--- config.mk ---
export PLATFORM = sky130hd
export DESIGN_NAME = windowed_transfer_rate_meter
export DESIGN_NICKNAME = d
export VERILOG_FILES = /design/src/wtrm_pkg.sv /design/src/wtrm_bin_store.sv /design/src/wtrm_divider.sv /design/src/windowed_transfer_rate_meter.sv
export SDC_FILE = /design/constraint.sdc
export NUM_CORES = 2
export LEC_CHECK = 0
export BUFFER_PORTS_ARGS = -buffer_cell sky130_fd_sc_hd__buf_2
export CAP_MARGIN = 40
export CELL_PAD_IN_SITES_DETAIL_PLACEMENT = 1
export CELL_PAD_IN_SITES_GLOBAL_PLACEMENT = 1
export CORE_ASPECT_RATIO = 0.9
export CORE_MARGIN = 5
export CORE_UTILIZATION = 35
export CTS_CLUSTER_DIAMETER = 40
export DETAILED_ROUTE_END_ITERATION = 8
export MAX_ROUTING_LAYER = met4
export PLACE_DENSITY_LB_ADDON = 0.1
export SYNTH_ARGS = -nofsm -noshare
export SYNTH_HDL_FRONTEND = slang
export SYNTH_SLANG_ARGS = --single-unit
--- constraint.sdc ---
create_clock -name aclk -period 39 [get_ports aclk]
set_input_delay 9.75 -clock aclk [delete_from_list [all_inputs] [get_ports aclk]]
set_output_delay 9.75 -clock aclk [all_outputs]
set_load 0.02 [all_outputs]
--- src/wtrm_pkg.sv ---
// ----------------------------------------------------------------------------
// wtrm_pkg
// Shared widths, codes and types of the windowed transfer rate meter.
// ----------------------------------------------------------------------------
package wtrm_pkg;

    localparam int TIME_W     = 48;
    localparam int BYTES_W    = 48;
    localparam int COUNT_W    = 32;
    localparam int RATE_W     = 56;
    localparam int CFG_W      = 16;
    localparam int DIVIDEND_W = 56;
    localparam int DIV_CNT_W  = 6;

    localparam logic [7:0]       RATE_SCALE   = 8'd250;
    localparam logic [CFG_W-1:0] WINDOW_RESET = 16'd2000;
    localparam logic [CFG_W-1:0] GRAN_RESET   = 16'd250;

    typedef enum logic {
        OP_RECORD = 1'b0,
        OP_QUERY  = 1'b1
    } op_t;

    typedef enum logic {
        REG_WINDOW = 1'b0,
        REG_GRAN   = 1'b1
    } reg_idx_t;

    typedef enum logic [2:0] {
        ST_IDLE,
        ST_REC,
        ST_WALK,
        ST_MUL,
        ST_DIV,
        ST_DONE
    } state_t;

    typedef struct packed {
        logic [TIME_W-1:0]  time_ms;
        logic [BYTES_W-1:0] bytes;
    } bin_t;

    typedef struct packed {
        logic busy;
        logic done;
    } div_status_t;

endpackage

--- src/wtrm_bin_store.sv ---
// ----------------------------------------------------------------------------
// wtrm_bin_store
// History bin memory: one write port, one registered read port, and a valid
// bit per entry so that an unwritten bin reads as zero.
// ----------------------------------------------------------------------------
module wtrm_bin_store #(
    parameter int DEPTH = 8,
    localparam int AW   = $clog2(DEPTH)
) (
    input  logic            aclk,
    input  logic            aresetn,
    input  logic            rd_en,
    input  logic [AW-1:0]   rd_addr,
    output wtrm_pkg::bin_t  rd_data,
    input  logic            wr_en,
    input  logic [AW-1:0]   wr_addr,
    input  wtrm_pkg::bin_t  wr_data
);
    import wtrm_pkg::*;

    bin_t             bin_mem_reg [DEPTH];
    bin_t             rd_data_reg;
    logic [DEPTH-1:0] valid_reg;
    logic             rd_valid_reg;

    always_ff @(posedge aclk) begin
        if (wr_en) begin
            bin_mem_reg[wr_addr] <= wr_data;
        end
        if (rd_en) begin
            rd_data_reg <= bin_mem_reg[rd_addr];
        end
    end

    always_ff @(posedge aclk) begin
        if (!aresetn) begin
            valid_reg    <= '0;
            rd_valid_reg <= 1'b0;
        end else begin
            if (wr_en) begin
                valid_reg[wr_addr] <= 1'b1;
            end
            if (rd_en) begin
                rd_valid_reg <= valid_reg[rd_addr];
            end
        end
    end

    assign rd_data = rd_valid_reg ? rd_data_reg : '0;

endmodule

--- src/wtrm_divider.sv ---
// ----------------------------------------------------------------------------
// wtrm_divider
// Restoring divider, one quotient bit per cycle, for the scaled byte sum
// over the window length.
// ----------------------------------------------------------------------------
module wtrm_divider (
    input  logic                                aclk,
    input  logic                                aresetn,
    input  logic                                start,
    input  logic [wtrm_pkg::DIVIDEND_W-1:0]     dividend,
    input  logic [wtrm_pkg::CFG_W-1:0]          divisor,
    output logic [wtrm_pkg::DIVIDEND_W-1:0]     quotient,
    output wtrm_pkg::div_status_t               status
);
    import wtrm_pkg::*;

    logic [DIVIDEND_W-1:0] quo_reg;
    logic [CFG_W-1:0]      rem_reg;
    logic [CFG_W-1:0]      divisor_reg;
    logic [DIV_CNT_W-1:0]  cnt_reg;
    logic                  busy_reg;
    logic                  done_reg;
    logic [CFG_W:0]        shifted;
    logic [CFG_W:0]        diff;
    logic                  fits;

    assign shifted = {rem_reg, quo_reg[DIVIDEND_W-1]};
    assign diff    = shifted - {1'b0, divisor_reg};
    assign fits    = shifted >= {1'b0, divisor_reg};

    always_ff @(posedge aclk) begin
        if (start) begin
            quo_reg     <= dividend;
            rem_reg     <= '0;
            divisor_reg <= divisor;
        end else if (busy_reg) begin
            quo_reg <= {quo_reg[DIVIDEND_W-2:0], fits};
            rem_reg <= fits ? diff[CFG_W-1:0] : shifted[CFG_W-1:0];
        end
    end

    always_ff @(posedge aclk) begin
        if (!aresetn) begin
            cnt_reg  <= '0;
            busy_reg <= 1'b0;
            done_reg <= 1'b0;
        end else begin
            done_reg <= 1'b0;
            if (start) begin
                cnt_reg  <= DIV_CNT_W'(DIVIDEND_W - 1);
                busy_reg <= 1'b1;
            end else if (busy_reg) begin
                cnt_reg <= cnt_reg - 1'b1;
                if (cnt_reg == '0) begin
                    busy_reg <= 1'b0;
                    done_reg <= 1'b1;
                end
            end
        end
    end

    assign quotient    = quo_reg;
    assign status.busy = busy_reg;
    assign status.done = done_reg;

endmodule

--- src/windowed_transfer_rate_meter.sv ---
// ----------------------------------------------------------------------------
// windowed_transfer_rate_meter
// Ring of time-stamped byte bins in a small memory, with a sequencer that
// records transfers and answers windowed rate queries.
// ----------------------------------------------------------------------------
// Record word: bin read, then read-modify-write of the newest bin, or a new bin after it.
// Query word: from acceptance, the walk over B bins, the multiply state, the
//   56-step serial divider and its done strobe, then the result register once
//   any waiting result is taken; B the bins walked (0 when now is below the window, else 1..HISTORY_BINS).
// One word at a time; a record may be taken while a result waits.
// Synchronous active-low reset: bins read as zero, newest index 0,
//   window 2000 ms, granularity 250 ms; no clearing pass.
module windowed_transfer_rate_meter #(
    parameter int HISTORY_BINS = 8
) (
    input  logic                                 aclk,
    input  logic                                 aresetn,
    input  logic                                 cfg_wr_en,
    input  logic [0:0]                           cfg_index,
    input  logic [wtrm_pkg::CFG_W-1:0]           cfg_wdata,
    input  logic                                 s_valid,
    output logic                                 s_ready,
    input  logic                                 s_op,
    input  logic [wtrm_pkg::TIME_W-1:0]          s_now_msec,
    input  logic [wtrm_pkg::COUNT_W-1:0]         s_byte_count,
    output logic                                 m_valid,
    input  logic                                 m_ready,
    output logic [wtrm_pkg::BYTES_W-1:0]         m_window_bytes,
    output logic [wtrm_pkg::RATE_W-1:0]          m_rate_q8
);
    import wtrm_pkg::*;

    localparam int            AW   = $clog2(HISTORY_BINS);
    localparam logic [AW-1:0] LAST = AW'(HISTORY_BINS - 1);
    localparam logic [BYTES_W-1:0] BYTES_MAX = '1;

    state_t               state_reg, state_next;
    logic [CFG_W-1:0]     win_reg;
    logic [CFG_W-1:0]     gran_reg;
    logic [AW-1:0]        newest_reg;
    logic [AW-1:0]        idx_reg;
    logic [TIME_W-1:0]    now_reg;
    logic [COUNT_W-1:0]   count_reg;
    logic [TIME_W-1:0]    cutoff_reg;
    logic [BYTES_W-1:0]   sum_reg;
    logic                 m_valid_reg;
    logic [BYTES_W-1:0]   m_window_bytes_reg;
    logic [RATE_W-1:0]    m_rate_q8_reg;

    logic                 accept;
    logic                 early;
    bin_t                 rd_data;
    logic                 rd_en;
    logic [AW-1:0]        rd_addr;
    logic                 wr_en;
    logic [AW-1:0]        wr_addr;
    bin_t                 wr_data;
    logic [AW-1:0]        newest_inc;
    logic [AW-1:0]        idx_prev;
    logic                 rec_hit;
    logic [BYTES_W:0]     rec_sum;
    logic [BYTES_W-1:0]   rec_bytes;
    logic [BYTES_W:0]     walk_sum;
    logic [BYTES_W-1:0]   walk_bytes;
    logic                 walk_older;
    logic                 walk_stop;
    logic                 div_start;
    logic [DIVIDEND_W-1:0] dividend;
    logic [CFG_W-1:0]     divisor;
    logic [DIVIDEND_W-1:0] quotient;
    div_status_t          div_status;
    logic                 out_load;

    wtrm_bin_store #(
        .DEPTH (HISTORY_BINS)
    ) u_bins (
        .aclk    (aclk),
        .aresetn (aresetn),
        .rd_en   (rd_en),
        .rd_addr (rd_addr),
        .rd_data (rd_data),
        .wr_en   (wr_en),
        .wr_addr (wr_addr),
        .wr_data (wr_data)
    );

    wtrm_divider u_div (
        .aclk     (aclk),
        .aresetn  (aresetn),
        .start    (div_start),
        .dividend (dividend),
        .divisor  (divisor),
        .quotient (quotient),
        .status   (div_status)
    );

    assign accept     = s_valid && s_ready;
    assign early      = s_now_msec < {{(TIME_W-CFG_W){1'b0}}, win_reg};
    assign newest_inc = (newest_reg == LAST) ? '0 : newest_reg + 1'b1;
    assign idx_prev   = (idx_reg == '0) ? LAST : idx_reg - 1'b1;

    // bin still open while its time plus granularity reaches now
    assign rec_hit   = ({1'b0, rd_data.time_ms} + {{(TIME_W-CFG_W+1){1'b0}}, gran_reg})
                       >= {1'b0, now_reg};
    assign rec_sum   = {1'b0, rd_data.bytes} + {{(BYTES_W-COUNT_W+1){1'b0}}, count_reg};
    assign rec_bytes = rec_sum[BYTES_W] ? BYTES_MAX : rec_sum[BYTES_W-1:0];

    assign walk_older = rd_data.time_ms <= cutoff_reg;
    assign walk_sum   = {1'b0, sum_reg} + {1'b0, rd_data.bytes};
    assign walk_bytes = walk_sum[BYTES_W] ? BYTES_MAX : walk_sum[BYTES_W-1:0];
    assign walk_stop  = walk_older || (idx_prev == newest_reg);

    assign dividend = DIVIDEND_W'(sum_reg) * DIVIDEND_W'(RATE_SCALE);
    assign divisor  = (win_reg == '0) ? CFG_W'(1) : win_reg;

    always_comb begin
        state_next = state_reg;
        case (state_reg)
            ST_IDLE: begin
                if (accept) begin
                    if (s_op == OP_RECORD) begin
                        state_next = ST_REC;
                    end else if (early) begin
                        state_next = ST_MUL;
                    end else begin
                        state_next = ST_WALK;
                    end
                end
            end
            ST_REC:  state_next = ST_IDLE;
            ST_WALK: begin
                if (walk_stop) begin
                    state_next = ST_MUL;
                end
            end
            ST_MUL:  state_next = ST_DIV;
            ST_DIV: begin
                if (div_status.done) begin
                    state_next = ST_DONE;
                end
            end
            ST_DONE: begin
                if (out_load) begin
                    state_next = ST_IDLE;
                end
            end
            default: state_next = ST_IDLE;
        endcase
    end

    always_comb begin
        s_ready   = 1'b0;
        rd_en     = 1'b0;
        rd_addr   = newest_reg;
        wr_en     = 1'b0;
        wr_addr   = newest_reg;
        wr_data   = '0;
        div_start = 1'b0;
        out_load  = 1'b0;
        case (state_reg)
            ST_IDLE: begin
                s_ready = 1'b1;
                rd_en   = s_valid;
            end
            ST_REC: begin
                wr_en = 1'b1;
                if (rec_hit) begin
                    wr_data = '{time_ms: rd_data.time_ms, bytes: rec_bytes};
                end else begin
                    wr_addr = newest_inc;
                    wr_data = '{time_ms: now_reg, bytes: BYTES_W'(count_reg)};
                end
            end
            ST_WALK: begin
                rd_en   = !walk_stop;
                rd_addr = idx_prev;
            end
            ST_MUL:  div_start = 1'b1;
            ST_DIV:  ;
            ST_DONE: out_load = !m_valid_reg || m_ready;
            default: ;
        endcase
    end

    always_ff @(posedge aclk) begin
        if (!aresetn) begin
            state_reg   <= ST_IDLE;
            win_reg     <= WINDOW_RESET;
            gran_reg    <= GRAN_RESET;
            newest_reg  <= '0;
            m_valid_reg <= 1'b0;
        end else begin
            state_reg <= state_next;
            if (cfg_wr_en) begin
                case (reg_idx_t'(cfg_index))
                    REG_WINDOW: win_reg  <= cfg_wdata;
                    REG_GRAN:   gran_reg <= cfg_wdata;
                    default:    ;
                endcase
            end
            if (state_reg == ST_REC && !rec_hit) begin
                newest_reg <= newest_inc;
            end
            if (out_load) begin
                m_valid_reg <= 1'b1;
            end else if (m_ready) begin
                m_valid_reg <= 1'b0;
            end
        end
    end

    always_ff @(posedge aclk) begin
        if (accept) begin
            now_reg    <= s_now_msec;
            count_reg  <= s_byte_count;
            cutoff_reg <= s_now_msec - {{(TIME_W-CFG_W){1'b0}}, win_reg};
            sum_reg    <= '0;
            idx_reg    <= newest_reg;
        end else if (state_reg == ST_WALK) begin
            if (!walk_older) begin
                sum_reg <= walk_bytes;
            end
            idx_reg <= idx_prev;
        end
        if (out_load) begin
            m_window_bytes_reg <= sum_reg;
            m_rate_q8_reg      <= quotient;
        end
    end

    assign m_valid        = m_valid_reg;
    assign m_window_bytes = m_window_bytes_reg;
    assign m_rate_q8      = m_rate_q8_reg;

endmodule

==> impl_metrics.yaml <==
status:
  status: "finished clean"
route:
  finalWirelength_mm: 203
  top_layer_used: "met4"
  antenna_left: 0
  num_vias: 46900
  drt-met1-wl_mm: 101
  wl_met3_mm: 8.35
  drc: 0
  via_per_inst: 5.21
  drtIter0Drc: 3023
  drtPass1Iterations: 5
  wl_per_cell_um: 22.6
  wl_met2_mm: 89.2
worst_setup_path:
  path_class: "in2reg"
  worstPathCellList: "buf_2, inv_1, ha_1, fa_1, nor2b_1, o21ai_0, a21boi_0, o21ai_1, a211oi_1, nor2_1, a211oi_1, buf_4, or3_1, nor4_1, nand3b_1, xnor2_1"
  crit_fanout: 8
  cp_common_cell: "a211oi_1"
  cp_slowest_cell: "nor4_1"
  reg2reg_setup_slack_ns: 29.02
  worst_path_largest_cell_delay_ns: 0.65
  arrival_ns: 13.59
  required_ns: 39.59
  cp-start-kind: "input pin"
  cp.buffers_inverters: 3
  cp_top_family: "simple AND/OR/NAND/NOR gates"
  endpoint_kind: "flop"
cells_and_area:
  fin_nets: 6883
  largest_register_ffs: 768
  drive_gt1_share_pct: 11.9
  synthToLayoutAreaGrowth_pct: 17.2
  fill_cells: 20400
sta:
  rsz0062_at_grt: "no"
  fin_skew_ns: 0.0491
  slew_violations: 0
  finalSetupViolCount: 0
  fmax_mhz: 76.9
  final_hold_viol_count: 0
  period_share_pct: 33.3
  final.min_clock_period_ns: 13.00
  tightest_slew_ns: 1.06
  relSlewSlack_pct: 29.5
  finalHoldWorstSlack_ns: 0.442
  final.setup.tns_ns: 0
synthesis:
  synth_ff_type: "edfxtp_1"
  ys_seq_elements: 1291
  synth_area_per_cell_um2: 11.1
  yosys.cell_types.count: 102
  synth_largest_area_cell: "edfxtp_1"
  ys_warn_count: 0
  synth-edff-count: 1170
  synth_top_area_share_pct: 52.4
  synth.area.top_cells: "edfxtp_1, nand2_1, ha_1"
  syn_nets: 6660
  postSynthCellCount: 6032
  async_reset_ff_share_pct: 0
  syn_area_um2: 67000
  yosysSeqAreaShare_pct: 56.0
placed_design:
  io_buffers: 208
  gp_congestion: 0.827
  dp_hpwl_mm: 136
global_routing:
  grt_overflow_total: 0
  grt_pass1_wl_mm: 309
  antenna_found_initial: 17
  grt_max_degree: 168
  grt_pass1_vias: 48700
  track_usage_pct: 20.5
floorplanning:
  die_height_um: 425
  io_pins: 209
  rows: 152
  start_util_pct: 35.2
  placeableCoreArea_um2: 191000
  die-area_um2: 200000
  fp.dieW_um: 471
min_path:
  hold_class: "reg2reg"
cts:
  numCtsBuffers: 206
  clockBufferDepth: 3
  tritoncts: "built"
  cts_setup_buffers: 0
  ctsResizeCount: 0
  clkTransAtPathRegs_ns: 0.06
  ctsHoldBuffers: 0
  cts_root_buffer: "clkbuf_16"
  cts_num_sinks: 1291
  insertion_delay_ns: 0.85
  htreeDepth: 4
flow_run:
  drv_cap: 0
pwr:
  p_per_area_nw_per_um2: 51.4
  max-vdd-ir-drop_v: 0.0000372
  p_leak_nw: 31.1
path summary, 6_finish.rpt:
kind | cells after the start | endpoint | start
worst max-delay path | 16 | cutoff_reg[42] | s_now_msec[0]
worst min-delay path | 0 | m_rate_q8[54] | u_div.quotient[54]
worst min register to register | 0 | m_rate_q8[54] | u_div.quotient[54]
worst max register to register | 25 | u_bins.bin_mem_reg[5][10] | u_bins.rd_valid_reg
layer usage:
layer  up-vias  track usage [%]
li1      22100                -
met4         0             4.98
met1     23700             29.3
met5         -                -
met2       809             30.7
met3       271             3.33
synthesized netlist by cell type, types with 91 or more instances:
| cell type | n |
|---|---|
| dfxtp_1 | 121 |
| nor2_1 | 197 |
| a21oi_1 | 301 |
| nand2_1 | 1248 |
| edfxtp_1 | 1170 |
| fa_1 | 187 |
| xnor2_1 | 131 |
| clkbuf_1 | 250 |
| xor2_1 | 101 |
| nand3_1 | 582 |
| ha_1 | 338 |
| o21ai_0 | 320 |
| and2_1 | 98 |
| inv_1 | 209 |
| a21o_1 | 91 |
power by group:
part | leakage [nW] | internal [mW] | switching (mW)
clock | 3.48 | 1.16 | 0.725
combinational | 16.0 | 0.188 | 0.354
sequential | 11.7 | 1.57 | 0.0456
cell type report:
| cell class | instances | area [um2] | area share [%] |
|---|---|---|---|
| clock inverter | 161 | 1970 | 2.51 |
| timing repair buffer | 322 | 2180 | 2.77 |
| inverter | 210 | 793 | 1.01 |
| antenna | 12 | 30.0 | 0.0382 |
| tap | 2541 | 3180 | 4.04 |
| sequential | 1291 | 37600 | 47.8 |
| multi-input combinational | 4224 | 27600 | 35.2 |
| clock buffer | 226 | 5250 | 6.68 |
through the flow:
step / total power, mW / std cells / area [um2] / util (%) / setup WS, ns
after floorplan: 2.01 / 6032 / 67000 / - / 23.20
after global placement: 2.18 / 8540 / 70700 / 37.1 / 25.12
after detailed placement: 2.19 / 8587 / 71300 / 37.4 / 25.06
after CTS: 4.10 / 8974 / 78600 / 41.2 / 25.96
after global routing: 4.23 / 8985 / 78600 / 41.2 / 25.79
final: 4.04 / 8987 / 78600 / 41.3 / 26.00
cell usage in the layout, fill, tap and decap left out, types with 25 or more instances in the layout:
cell	n
nor2b_1	30
nor3_1	76
a21o_1	89
a21oi_1	295
o21a_1	35
inv_6	34
clkinv_4	25
edfxtp_1	1170
a211oi_1	33
xor2_1	101
nor2_1	196
buf_2	232
ha_1	338
o21ai_0	319
or3_1	25
nand3_1	582
nand4_1	38
and3_1	34
fa_1	187
clkinv_1	25
clkbuf_16	207
inv_1	207
buf_4	69
dfxtp_1	119
nand2_1	1246
xnor2_1	131
and2_1	98
cells by family after synthesis:
logic type	Yosys count	synth area share, %
AO/OA/AOI/OAI	1017	9.45
XOR/XNOR	233	3.05
adder cells (fa/ha/maj)	528	11.9
buffers and inverters	517	3.03
flip-flops	1291	56.0
multiplexers	23	0.347
AND/OR/NAND/NOR	2423	16.2
Power figures use the tool's default switching activity.
